===== src/rtl/osa_pkg.sv =====
// Shared constants, types and codes for the optimal string alignment distance block.
package osa_pkg;

    localparam int MAX_LEN = 16;
    localparam int LEN_W   = $clog2(MAX_LEN + 1);
    localparam int IDX_W   = $clog2(MAX_LEN);
    localparam int COST_W  = $clog2(2 * MAX_LEN + 1);
    localparam int DIST_W  = 5;
    localparam int SYM_W   = 8;
    localparam int REQ_W   = 2;
    localparam int ROW_CNT = 3;
    localparam int DIST_MAX = (1 << DIST_W) - 1;

    typedef logic [LEN_W-1:0]  len_t;
    typedef logic [IDX_W-1:0]  idx_t;
    typedef logic [COST_W-1:0] cost_t;
    typedef logic [DIST_W-1:0] dist_t;
    typedef logic [SYM_W-1:0]  sym_t;
    typedef logic [REQ_W-1:0]  req_t;
    typedef logic [1:0]        row_t;

    localparam req_t REQ_FIRST   = 2'd0;
    localparam req_t REQ_SECOND  = 2'd1;
    localparam req_t REQ_COMPUTE = 2'd2;

    typedef enum logic [1:0] {
        ST_IDLE,
        ST_READ,
        ST_CALC,
        ST_FINISH
    } state_t;

    typedef struct packed {
        len_t  i;
        len_t  j;
        len_t  n;
        len_t  m;
        sym_t  a_i;
        sym_t  a_next;
        sym_t  b_j;
        sym_t  b_next;
        cost_t diag;
        cost_t left;
        cost_t up;
        cost_t back;
    } cell_operands_t;

endpackage


===== src/rtl/osa_if.sv =====
// Valid/ready channel interfaces for requests and results.
interface osa_req_if import osa_pkg::*; ();
    logic valid;
    logic ready;
    req_t req_type;
    sym_t symbol;

    modport source (output valid, output req_type, output symbol, input ready);
    modport sink (input valid, input req_type, input symbol, output ready);
endinterface

interface osa_res_if import osa_pkg::*; ();
    logic  valid;
    logic  ready;
    dist_t distance;
    logic  overflow;

    modport source (output valid, output distance, output overflow, input ready);
    modport sink (input valid, input distance, input overflow, output ready);
endinterface


===== src/rtl/osa_edit_distance.sv =====
// Top level of the optimal string alignment distance block.
//
// Requests arrive on the request channel, one transfer per item. A request to
// append to the first or second string is taken while the block is idle; symbols
// past the string capacity are dropped and the overflow flag is set. A compute
// request walks the cost table one cell at a time, each cell in two steps
// (memory read, then cost and write-back); the next request is taken once the
// result is in the output register. The walk is set by the single cost unit and
// the read ports of the string and row memories. The request channel is not
// ready while a compute is in progress.
// The result is held in an output register. Loads continue to be taken while a
// result waits; a compute that finishes while the previous result is still held
// waits until the receiver takes it. A compute clears both strings and the flag.
// After reset both strings are empty, the flag is clear and no result is held.
module osa_edit_distance import osa_pkg::*;
(
    input  logic     clk,
    input  logic     rst_n,
    osa_req_if.sink   request,
    osa_res_if.source result
);

    state_t state_reg;
    state_t state_next;

    len_t  first_len_reg;
    len_t  second_len_reg;
    logic  ovf_reg;
    len_t  i_reg;
    len_t  j_reg;
    row_t  r_reg;
    row_t  r1_reg;
    row_t  r2_reg;
    logic  out_valid_reg;
    dist_t out_dist_reg;
    logic  out_ovf_reg;

    cost_t left_reg;
    cost_t diag_reg;
    sym_t  a_i_reg;
    sym_t  a_next_reg;
    sym_t  b_j_reg;
    sym_t  b_next_reg;
    cost_t up_reg;
    cost_t back_reg;

    sym_t  first_mem  [MAX_LEN];
    sym_t  second_mem [MAX_LEN];
    cost_t cost_mem   [ROW_CNT][MAX_LEN+1];

    logic  in_xfer;
    logic  out_xfer;
    logic  start_compute;
    logic  load_first;
    logic  load_second;
    logic  cell_done;
    logic  row_done;
    logic  walk_done;
    logic  finish;

    logic [LEN_W:0] j_plus2;
    len_t           back_col;
    cell_operands_t ops;
    cost_t          cell_cost;

    assign in_xfer  = request.valid && request.ready;
    assign out_xfer = result.valid && result.ready;

    always_comb
    begin
        state_next = state_reg;
        case (state_reg)
            ST_IDLE:
            begin
                if (in_xfer && (request.req_type == REQ_COMPUTE))
                begin
                    state_next = ST_READ;
                end
            end
            ST_READ:
            begin
                state_next = ST_CALC;
            end
            ST_CALC:
            begin
                state_next = walk_done ? ST_FINISH : ST_READ;
            end
            ST_FINISH:
            begin
                if (!out_valid_reg || result.ready)
                begin
                    state_next = ST_IDLE;
                end
            end
            default:
            begin
                state_next = ST_IDLE;
            end
        endcase
    end

    always_comb
    begin
        request.ready = 1'b0;
        cell_done     = 1'b0;
        finish        = 1'b0;
        case (state_reg)
            ST_IDLE:
            begin
                request.ready = 1'b1;
            end
            ST_READ:
            begin
            end
            ST_CALC:
            begin
                cell_done = 1'b1;
            end
            ST_FINISH:
            begin
                finish = !out_valid_reg || result.ready;
            end
            default:
            begin
            end
        endcase
        start_compute = in_xfer && (request.req_type == REQ_COMPUTE);
        load_first    = in_xfer && (request.req_type == REQ_FIRST);
        load_second   = in_xfer && (request.req_type == REQ_SECOND);
        row_done      = (j_reg == '0);
        walk_done     = row_done && (i_reg == '0);
    end

    always_comb
    begin
        j_plus2  = (LEN_W + 1)'(j_reg) + (LEN_W + 1)'(2);
        back_col = (j_plus2 <= (LEN_W + 1)'(second_len_reg)) ? len_t'(j_plus2) : j_reg;
        ops.i      = i_reg;
        ops.j      = j_reg;
        ops.n      = first_len_reg;
        ops.m      = second_len_reg;
        ops.a_i    = a_i_reg;
        ops.a_next = a_next_reg;
        ops.b_j    = b_j_reg;
        ops.b_next = b_next_reg;
        ops.diag   = diag_reg;
        ops.left   = left_reg;
        ops.up     = up_reg;
        ops.back   = back_reg;
    end

    osa_cost_unit u_cost
    (
        .ops  (ops),
        .cost (cell_cost)
    );

    always_ff @(posedge clk or negedge rst_n)
    begin
        if (!rst_n)
        begin
            state_reg      <= ST_IDLE;
            first_len_reg  <= '0;
            second_len_reg <= '0;
            ovf_reg        <= 1'b0;
            out_valid_reg  <= 1'b0;
            r_reg          <= 2'd0;
            r1_reg         <= 2'd1;
            r2_reg         <= 2'd2;
        end
        else
        begin
            state_reg <= state_next;
            if (load_first)
            begin
                if (first_len_reg < len_t'(MAX_LEN))
                begin
                    first_len_reg <= first_len_reg + len_t'(1);
                end
                else
                begin
                    ovf_reg <= 1'b1;
                end
            end
            if (load_second)
            begin
                if (second_len_reg < len_t'(MAX_LEN))
                begin
                    second_len_reg <= second_len_reg + len_t'(1);
                end
                else
                begin
                    ovf_reg <= 1'b1;
                end
            end
            if (start_compute)
            begin
                r_reg  <= 2'd0;
                r1_reg <= 2'd1;
                r2_reg <= 2'd2;
            end
            else if (cell_done && row_done && !walk_done)
            begin
                r_reg  <= r2_reg;
                r1_reg <= r_reg;
                r2_reg <= r1_reg;
            end
            if (finish)
            begin
                first_len_reg  <= '0;
                second_len_reg <= '0;
                ovf_reg        <= 1'b0;
                out_valid_reg  <= 1'b1;
            end
            else if (out_xfer)
            begin
                out_valid_reg <= 1'b0;
            end
        end
    end

    always_ff @(posedge clk)
    begin
        if (start_compute)
        begin
            i_reg <= first_len_reg;
            j_reg <= second_len_reg;
        end
        else if (cell_done)
        begin
            left_reg <= cell_cost;
            diag_reg <= up_reg;
            if (row_done)
            begin
                if (!walk_done)
                begin
                    i_reg <= i_reg - len_t'(1);
                    j_reg <= second_len_reg;
                end
            end
            else
            begin
                j_reg <= j_reg - len_t'(1);
            end
        end
        if (finish)
        begin
            out_dist_reg <= (left_reg > cost_t'(DIST_MAX)) ? dist_t'(DIST_MAX)
                                                          : dist_t'(left_reg);
            out_ovf_reg  <= ovf_reg;
        end
    end

    always_ff @(posedge clk)
    begin
        if (load_first && (first_len_reg < len_t'(MAX_LEN)))
        begin
            first_mem[idx_t'(first_len_reg)] <= request.symbol;
        end
        if (load_second && (second_len_reg < len_t'(MAX_LEN)))
        begin
            second_mem[idx_t'(second_len_reg)] <= request.symbol;
        end
        if (state_reg == ST_READ)
        begin
            a_i_reg    <= first_mem[idx_t'(i_reg)];
            a_next_reg <= first_mem[idx_t'(i_reg + len_t'(1))];
            b_j_reg    <= second_mem[idx_t'(j_reg)];
            b_next_reg <= second_mem[idx_t'(j_reg + len_t'(1))];
        end
    end

    always_ff @(posedge clk)
    begin
        if (cell_done)
        begin
            cost_mem[r_reg][j_reg] <= cell_cost;
        end
        if (state_reg == ST_READ)
        begin
            up_reg   <= cost_mem[r1_reg][j_reg];
            back_reg <= cost_mem[r2_reg][back_col];
        end
    end

    assign result.valid    = out_valid_reg;
    assign result.distance = out_dist_reg;
    assign result.overflow = out_ovf_reg;

`ifndef SYNTHESIS
    a_len_bound: assert property (@(posedge clk) disable iff (!rst_n)
        (first_len_reg <= len_t'(MAX_LEN)) && (second_len_reg <= len_t'(MAX_LEN)))
        else $error("String length beyond capacity.");

    a_walk_bound: assert property (@(posedge clk) disable iff (!rst_n)
        (state_reg == ST_CALC) |-> (i_reg <= first_len_reg) && (j_reg <= second_len_reg))
        else $error("Cell index outside the table.");

    a_rows_distinct: assert property (@(posedge clk) disable iff (!rst_n)
        (state_reg != ST_IDLE) |-> (r_reg != r1_reg) && (r1_reg != r2_reg)
            && (r_reg != r2_reg) && (r_reg != 2'd3) && (r1_reg != 2'd3) && (r2_reg != 2'd3))
        else $error("Cost rows overlap.");

    a_result_source: assert property (@(posedge clk) disable iff (!rst_n)
        $rose(out_valid_reg) |-> ($past(state_reg) == ST_FINISH))
        else $error("Result appeared without a finished compute.");

    a_clear_after: assert property (@(posedge clk) disable iff (!rst_n)
        finish |=> (first_len_reg == '0) && (second_len_reg == '0) && !ovf_reg
            && (state_reg == ST_IDLE))
        else $error("Strings not cleared after compute.");
`endif

endmodule


===== src/rtl/osa_cost_unit.sv =====
// Cost of one table cell from its neighbours, shared by every cell of the walk.
module osa_cost_unit import osa_pkg::*;
(
    input  cell_operands_t ops,
    output cost_t          cost
);

    logic          boundary;
    logic          swap_ok;
    logic [LEN_W:0] i_plus2;
    logic [LEN_W:0] j_plus2;
    cost_t         edge_cost;
    cost_t         subst_cost;
    cost_t         ins_cost;
    cost_t         del_cost;
    cost_t         swap_cost;
    cost_t         best_a;
    cost_t         best_b;

    always_comb
    begin
        boundary   = (ops.i == ops.n) || (ops.j == ops.m);
        edge_cost  = cost_t'(ops.n - ops.i) + cost_t'(ops.m - ops.j);
        i_plus2    = (LEN_W + 1)'(ops.i) + (LEN_W + 1)'(2);
        j_plus2    = (LEN_W + 1)'(ops.j) + (LEN_W + 1)'(2);
        swap_ok    = (i_plus2 <= (LEN_W + 1)'(ops.n)) && (j_plus2 <= (LEN_W + 1)'(ops.m))
                     && (ops.a_i == ops.b_next) && (ops.a_next == ops.b_j);
        subst_cost = ops.diag + cost_t'(ops.a_i != ops.b_j);
        ins_cost   = ops.left + cost_t'(1);
        del_cost   = ops.up + cost_t'(1);
        swap_cost  = ops.back + cost_t'(1);
        best_a     = (ins_cost < subst_cost) ? ins_cost : subst_cost;
        best_b     = (del_cost < best_a) ? del_cost : best_a;
        if (swap_ok && (swap_cost < best_b))
        begin
            best_b = swap_cost;
        end
        cost = boundary ? edge_cost : best_b;
    end

endmodule


===== src/flat_wrapper.sv =====
// flat-port wrapper written by rule: the top's interface ports become plain ports
module osa_edit_distance_flat import osa_pkg::*;
  (clk, rst_n, request_valid, request_req_type, request_symbol, request_ready, result_valid, result_distance, result_overflow, result_ready);
  osa_req_if request_i ();
  osa_res_if result_i ();
  input  logic clk;
  input  logic rst_n;
  input wire logic [$bits(request_i.valid)-1:0] request_valid;
  input wire logic [$bits(request_i.req_type)-1:0] request_req_type;
  input wire logic [$bits(request_i.symbol)-1:0] request_symbol;
  output wire logic [$bits(request_i.ready)-1:0] request_ready;
  output wire logic [$bits(result_i.valid)-1:0] result_valid;
  output wire logic [$bits(result_i.distance)-1:0] result_distance;
  output wire logic [$bits(result_i.overflow)-1:0] result_overflow;
  input wire logic [$bits(result_i.ready)-1:0] result_ready;
  assign request_i.valid = request_valid;
  assign request_i.req_type = request_req_type;
  assign request_i.symbol = request_symbol;
  assign request_ready = request_i.ready;
  assign result_valid = result_i.valid;
  assign result_distance = result_i.distance;
  assign result_overflow = result_i.overflow;
  assign result_i.ready = result_ready;
  osa_edit_distance u_core (.clk(clk), .rst_n(rst_n), .request(request_i), .result(result_i));
endmodule

===== config.mk =====
export PLATFORM = sky130hd
export DESIGN_NAME = osa_edit_distance_flat
export DESIGN_NICKNAME = d
export VERILOG_FILES = /design/src/rtl/osa_pkg.sv /design/src/rtl/osa_if.sv /design/src/rtl/osa_edit_distance.sv /design/src/rtl/osa_cost_unit.sv /design/src/flat_wrapper.sv
export SDC_FILE = /design/constraint.sdc
export NUM_CORES = 1
export LEC_CHECK = 0
export BUFFER_PORTS_ARGS = -buffer_cell sky130_fd_sc_hd__buf_2
export CORE_AREA = 2 2 206 259
export DETAILED_ROUTE_END_ITERATION = 8
export DIE_AREA = 0 0 208 261
export PLACE_DENSITY_LB_ADDON = 0.08
export RECOVER_POWER = 25
export SYNTH_ARGS = -nofsm -noshare
export SYNTH_HDL_FRONTEND = slang
export SYNTH_HIERARCHICAL = 1
export SYNTH_SLANG_ARGS = --single-unit

===== constraint.sdc =====
create_clock -name clk -period 9.95 [get_ports clk]
set_input_delay 1.99 -clock clk [delete_from_list [all_inputs] [get_ports clk]]
set_output_delay 1.99 -clock clk [all_outputs]
set_load 0.02 [all_outputs]

==> flow_summary.toml, run 1 <==
[status]
status = "finished, violations left"
violations = "capacitance limit, slew limit"

[power]
p_int_mw = 7.73
power.switching_mw = 4.76
p_clk_frac = 0.189
p_seq_frac = 0.376
ir_drop_mv = 0.584
comb_power_share = 0.435
power_mw = 12.5
sw_frac_of_total = 0.381
power_density_nw_per_um2 = 351
p_leak_nw = 11.6

[cells_and_area]
drive_above_1_share = 0.260
top_register = "u_core/cost_mem"
fin_util = 0.685
fin_area_um2 = 35600
antennaDiodeCount = 0
multi_input_area_um2 = 12600
reg.largest.list = "u_core/cost_mem: 306 flops, u_core/first_mem: 128 flops, u_core/second_mem: 128 flops"
seq_area_um2 = 19600
areaGrowthSynthToFinish_pct = 8.57
largest_register_ffs = 306
nets = 2081
fill_cells = 3416

[route]
post_drt_wl_per_cell_um = 30.3
drc_errors = 0
num_vias = 18900
routed_wl_um = 82500
vias_per_cell = 6.95
first_iter_violations = 1759
postRouteAntennaNets = 0
drtPass1Iterations = 5

[synth]
syn_inst = 2001
synth.top_cell.area_share = 0.581
yosysMostFrequentCell = "edfxtp_1"
yosys_warnings = 6
netlist_top_cells_count = "634 x edfxtp_1, 268 x mux4_2, 177 x nor2_1, 117 x nand2_1, 86 x mux2_2"
synth_area_leaders = "edfxtp_1 58%, mux4_2 18%, mux2_2 3.0%, ha_1 2.2%, nor2_1 2.0%"
syn_area_um2 = 32800
synth_edf_count = 634
async_flop_share = 0.0306
ys.flop_type = "edfxtp_1"
syn_area_per_cell_um2 = 16.4
ys_ff_latch = 654
yosys.area.top_type = "edfxtp_1"
syn_nets = 2082
yosysSeqAreaShare = 0.596
yosysUniqueCellTypes = 72

[timing]
slew_violations = 45
rsz0062_at_grt = "false"
hold_viol = 0
timing.final.crit_share = 0.801
period_needed_ns = 7.97
setup-tns-final_ns = 0
setup_violations = 0
finalWorstSetupSlack_ns = 1.98
skew_ns = 0.0346
relSlewSlack = -0.768
max_freq_mhz = 125
worstMarginPinSlew_ns = 2.65

[place]
hpwl_um = 54600
numPortBuffers = 21
place_congestion = 0.934
preCtsSetupSlack_ns = 2.02
post_dp_cell_area_um2 = 33600

[worst_setup_path]
critical_path_required_ns = 10.21
cp.arrival_ns = 8.24
crit_start = "u_core/b_j_reg[7]"
worst_path_max_delay_cell = "a311o_2"
reg2reg_from = "u_core/b_j_reg[7]"
worstPathMaxFanout = 52
cpPeakStageDelay_ns = 0.98
critPathLaunchType = "flip-flop"
criticalPathCategory = "flip-flop to flip-flop"
end_kind = "flip-flop"
cp_common_cell = "ha_1"

[clocking]
cts.path.max_buffers = 3
clk_latency_ns = 0.65
cts_buffers = 61
cts-root-buf = "clkbuf_16"
post-cts-setup-buffers = 0
cts_sinks = 654
cts_resized = 0
hold_buffers = 0
htree_levels = 2
clkSlewWorstSetupHoldPaths_ns = 0.06
cts_tree = "built"

[global_route]
grt_pass1_vias = 19300
antenna_found_initial = 0
grt_overflow = 0
grt_start_max_net_pins = 103
grt_pass1_wl_um = 123000
grt.total_usage = 0.311

[die]
core_region_area_um2 = 52000
num_rows = 94
die_height_um = 261
ioPinCount = 22
die_area_um2 = 54300
start_util = 0.631
fp.dieW_um = 208

[min_path]
hp-start = "u_core/ovf_reg"
hold_path.class = "flip-flop to flip-flop"

[run]
cap_violations = 1
per-stage QoR:
step                cells  hold slack, ns
floorplan            2001           0.426
detailed placement   2609           0.447
finish               2720           0.464
global placement     2609           0.437
global route         2720           0.476
CTS                  2720           0.462
layer usage:
metal  global-route usage  up-vias  share of wire  wire length (µm)
met4                0.179        0          0.066              5420
li1                     -     8016              -                 -
met1                0.382     9780           0.36             29400
met5                    0        -              0                 0
met2                0.535      882           0.51             42300
met3               0.0453      229          0.066              5450
cell usage in the layout, fill, tap and decap left out, drive strengths merged, types with 28 or more instances in the layout:
| cell type | synthesis | final |
|---|---|---|
| nand2 | 118 | 118 |
| xnor2 | 35 | 35 |
| a21oi | 62 | 62 |
| buf | 62 | 46 |
| edfxtp | 634 | 634 |
| nor2 | 177 | 177 |
| clkbuf | 58 | 79 |
| clkinv | 1 | 28 |
| mux2i | 55 | 55 |
| mux4 | 268 | 268 |
| mux2 | 106 | 106 |
| ha | 57 | 57 |
| xor2 | 39 | 39 |
| inv | 49 | 53 |
| o21ai | 29 | 29 |
power groups by stage:
stage / clock, mW / sequential [mW] / combinational (mW)
after floorplan: 0 / 4.66 / 3.61
after global placement: 0 / 4.73 / 5.25
after detailed placement: 0 / 4.75 / 5.38
after CTS: 2.39 / 4.69 / 5.41
after global routing: 2.49 / 4.72 / 5.83
final: 2.36 / 4.69 / 5.43
area by class of cell:
cell class / count / share of cell area
repair buffers: 56 / 0.0103
well taps: 672 / 0.0236
clock inverters: 42 / 0.0127
flip-flops and latches: 654 / 0.549
multi-input cells: 1177 / 0.354
clock buffers: 69 / 0.0443
inverters: 50 / 0.00527
worst max-delay path, delay by kind of cell, from the launching register on:
kind,cells,cell delay [ns]
buffers and inverters,2,0.10
AO/OA/AOI/OAI,9,2.60
flip-flops,1,0.42
AND/OR/NAND/NOR,10,2.20
adder cells (fa/ha/maj),6,1.72
multiplexers,1,0.35
XOR/XNOR,1,0.18
worst paths after layout:
check	to	slack [ns]	depth (start not counted)
worst max-delay path	u_core/cost_mem[2][100]	1.98	29
worst min-delay path	u_core/result.overflow	0.46	0
worst max register to register	u_core/cost_mem[2][100]	1.98	29
worst min register to register	u_core/result.overflow	0.46	0
max in group asynchronous	u_core/r2_reg[0]	7.57	1
min in group asynchronous	u_core/ovf_reg	1.55	1
cell families after synthesis:
logic type                 share of synthesized area
DFF                                            0.596
muxes                                          0.237
buffers and inverters                         0.0218
and+or+nand+nor                               0.0557
xor gates and xnor gates                      0.0200
adders and majority gates                     0.0282
AOI/OAI and AO/OA                             0.0408
Note: power is estimated with default switching activity, not from simulation.
==> run 2, diff against run 1 <==
clock period = 7.7 ns   (was 9.95 ns; I/O delays follow)
==> run 2 against run 1 <==
The run still ends with capacitance limit, slew limit left. Worst hold slack improved by 0.0063 ns. Sequential cell count stayed put. Non-clock buffer count rose by 16. Register-to-register slack lost 1.6 ns. Critical path depth did not move. Core utilization is 0.49 points higher. Fmax rose by 9.3%. Critical endpoint is now u_core/cost_mem[1][80].
==> flow_summary.toml, run 2 (synthesized netlist as in run 1, its figures left out) <==
[place]
place_congestion = 0.871
hpwl_um = 54500
numPortBuffers = 21

[global_route]
antenna_found_initial = 0
grt_pass1_vias = 19400
grt_start_max_net_pins = 68
grt_pass1_wl_um = 124000
grt.total_usage = 0.312
grt_overflow = 0

[power]
power.switching_mw = 6.86
p_int_mw = 10.4
ir_drop_mv = 0.476
power_density_nw_per_um2 = 483
p_seq_frac = 0.348
p_leak_nw = 11.7
comb_power_share = 0.481
sw_frac_of_total = 0.396
p_clk_frac = 0.171

[status]
status = "finished, violations left"
violations = "capacitance limit, slew limit"

[route]
drc_errors = 0
post_drt_wl_per_cell_um = 31.9
num_vias = 19500
first_iter_violations = 1941
routed_wl_um = 87700
postRouteAntennaNets = 0
drtPass1Iterations = 6
vias_per_cell = 7.10

[cells_and_area]
top_register = "u_core/cost_mem"
drive_above_1_share = 0.267
fill_cells = 3417
most-common-layout-cells = "634 x edfxtp_1, 268 x mux4_2, 177 x nor2_1"
areaGrowthSynthToFinish_pct = 9.35
largest_register_ffs = 306
reg.largest.list = "u_core/cost_mem: 306 flops, u_core/first_mem: 128 flops, u_core/second_mem: 128 flops"
final_common_cell = "edfxtp_1"
nets = 2110
antennaDiodeCount = 0

[worst_setup_path]
criticalPathCategory = "flip-flop to flip-flop"
cp.arrival_ns = 7.60
critPathLaunchType = "flip-flop"
worstPathMaxFanout = 9
rr_worst_depth = 29
worst_path_max_delay_cell = "a311o_1"
critical_path_required_ns = 8.01
r2r-end = "u_core/cost_mem[1][80]"
reg2reg_from = "u_core/b_j_reg[7]"
rrSetupSlack_ns = 0.40
cp_common_cell = "ha_1"
end_kind = "flip-flop"
cpPeakStageDelay_ns = 0.50

[die]
die_area_um2 = 54300
core_region_area_um2 = 52000
num_rows = 94
ioPinCount = 22
start_util = 0.631
fp.dieW_um = 208
die_height_um = 261

[timing]
hold_viol = 0
rsz0062_at_grt = "false"
relSlewSlack = -0.780
timing.final.crit_share = 0.948
period_needed_ns = 7.30
skew_ns = 0.0240
max_freq_mhz = 137
hold_ws_ns = 0.470
setup-tns-final_ns = 0
slew_violations = 76
worstMarginPinSlew_ns = 2.67
setup_violations = 0

[min_path]
hold_path.class = "flip-flop to flip-flop"
hold-path-endpoint = "u_core/result.overflow"
hp-start = "u_core/ovf_reg"
min_path_cells = 0

[clocking]
hold_buffers = 0
cts.path.max_buffers = 3
clkSlewWorstSetupHoldPaths_ns = 0.07
clk_latency_ns = 0.63
htree_levels = 2
cts-root-buf = "clkbuf_16"
cts_buffers = 60
cts_sinks = 654
cts_tree = "built"

[run]
cap_violations = 2
## run 2: timing repair
action | in CTS | in global routing
gates cloned | 0 | 14
setup buffers | 0 | 15
endpoints found under the setup margin | 141 | 260
resized for setup | 1 | 12
pin swaps | 1 | 10
## run 2: final cells by class
type / instances / area [µm²] / area share
well taps: 672 / 841 / 0.0235
clock inverters: 42 / 387 / 0.0108
multi-input cells: 1191 / 12800 / 0.357
flip-flops and latches: 654 / 19600 / 0.545
repair buffers: 72 / 523 / 0.0146
inverters: 50 / 188 / 0.00524
clock buffers: 66 / 1550 / 0.0431
## run 2: how the worst max path moves through the flow
| stage | start | endpoint | slack, ns | cells past startpoint |
|---|---|---|---|---|
| after floorplan | u_core/b_j_reg[7] | u_core/cost_mem[0][15] | 0.06 | 29 |
| after global placement | u_core/b_j_reg[7] | u_core/cost_mem[0][28] | 0.27 | 29 |
| after detailed placement | u_core/b_j_reg[7] | u_core/cost_mem[1][14] | 0.01 | 29 |
| after CTS | u_core/b_j_reg[7] | u_core/cost_mem[1][8] | 0.04 | 29 |
| after global routing | u_core/b_j_reg[7] | u_core/cost_mem[1][86] | 0.03 | 29 |
| final | u_core/b_j_reg[7] | u_core/cost_mem[1][80] | 0.40 | 29 |
## run 2: worst max-delay path, delay by kind of cell (launching register included)
kind | cells | cell delay [ns]
buffers and inverters | 2 | 0.11
AND/OR/NAND/NOR | 10 | 2.12
adder cells (fa/ha/maj) | 6 | 1.72
XOR/XNOR | 1 | 0.20
multiplexers | 1 | 0.38
flip-flops | 1 | 0.42
AO/OA/AOI/OAI | 9 | 2.03
## run 2: power by group through the flow
stage | registers, mW | clock network [mW] | logic (mW)
6_report | 6.02 | 2.97 | 8.33
5_1_grt | 6.05 | 3.13 | 8.74
4_1_cts | 6.05 | 3.00 | 6.94
3_5_place_dp | 6.12 | 0 | 6.89
3_3_place_gp | 6.11 | 0 | 6.69
2_1_floorplan | 6.01 | 0 | 4.67
## run 2: routing by layer
layer,wire [µm],up-vias,GRT usage
li1,-,8133,-
met1,29300,9998,0.374
met2,44500,1047,0.545
met3,6840,316,0.0426
met4,7060,0,0.190
met5,0,-,0
## run 2: per-stage QoR
step	worst slack, ns	instance area [µm²]	power, mW	utilization	instances
6_report	0.403	35800	17.3	0.689	2747
5_1_grt	0.0340	35800	17.9	0.689	2747
3_5_place_dp	0.0143	33600	13.0	0.646	2610
2_1_floorplan	0.0624	32800	10.7	-	2001
3_3_place_gp	0.267	33600	12.8	0.646	2610
4_1_cts	0.0391	35500	16.0	0.683	2718
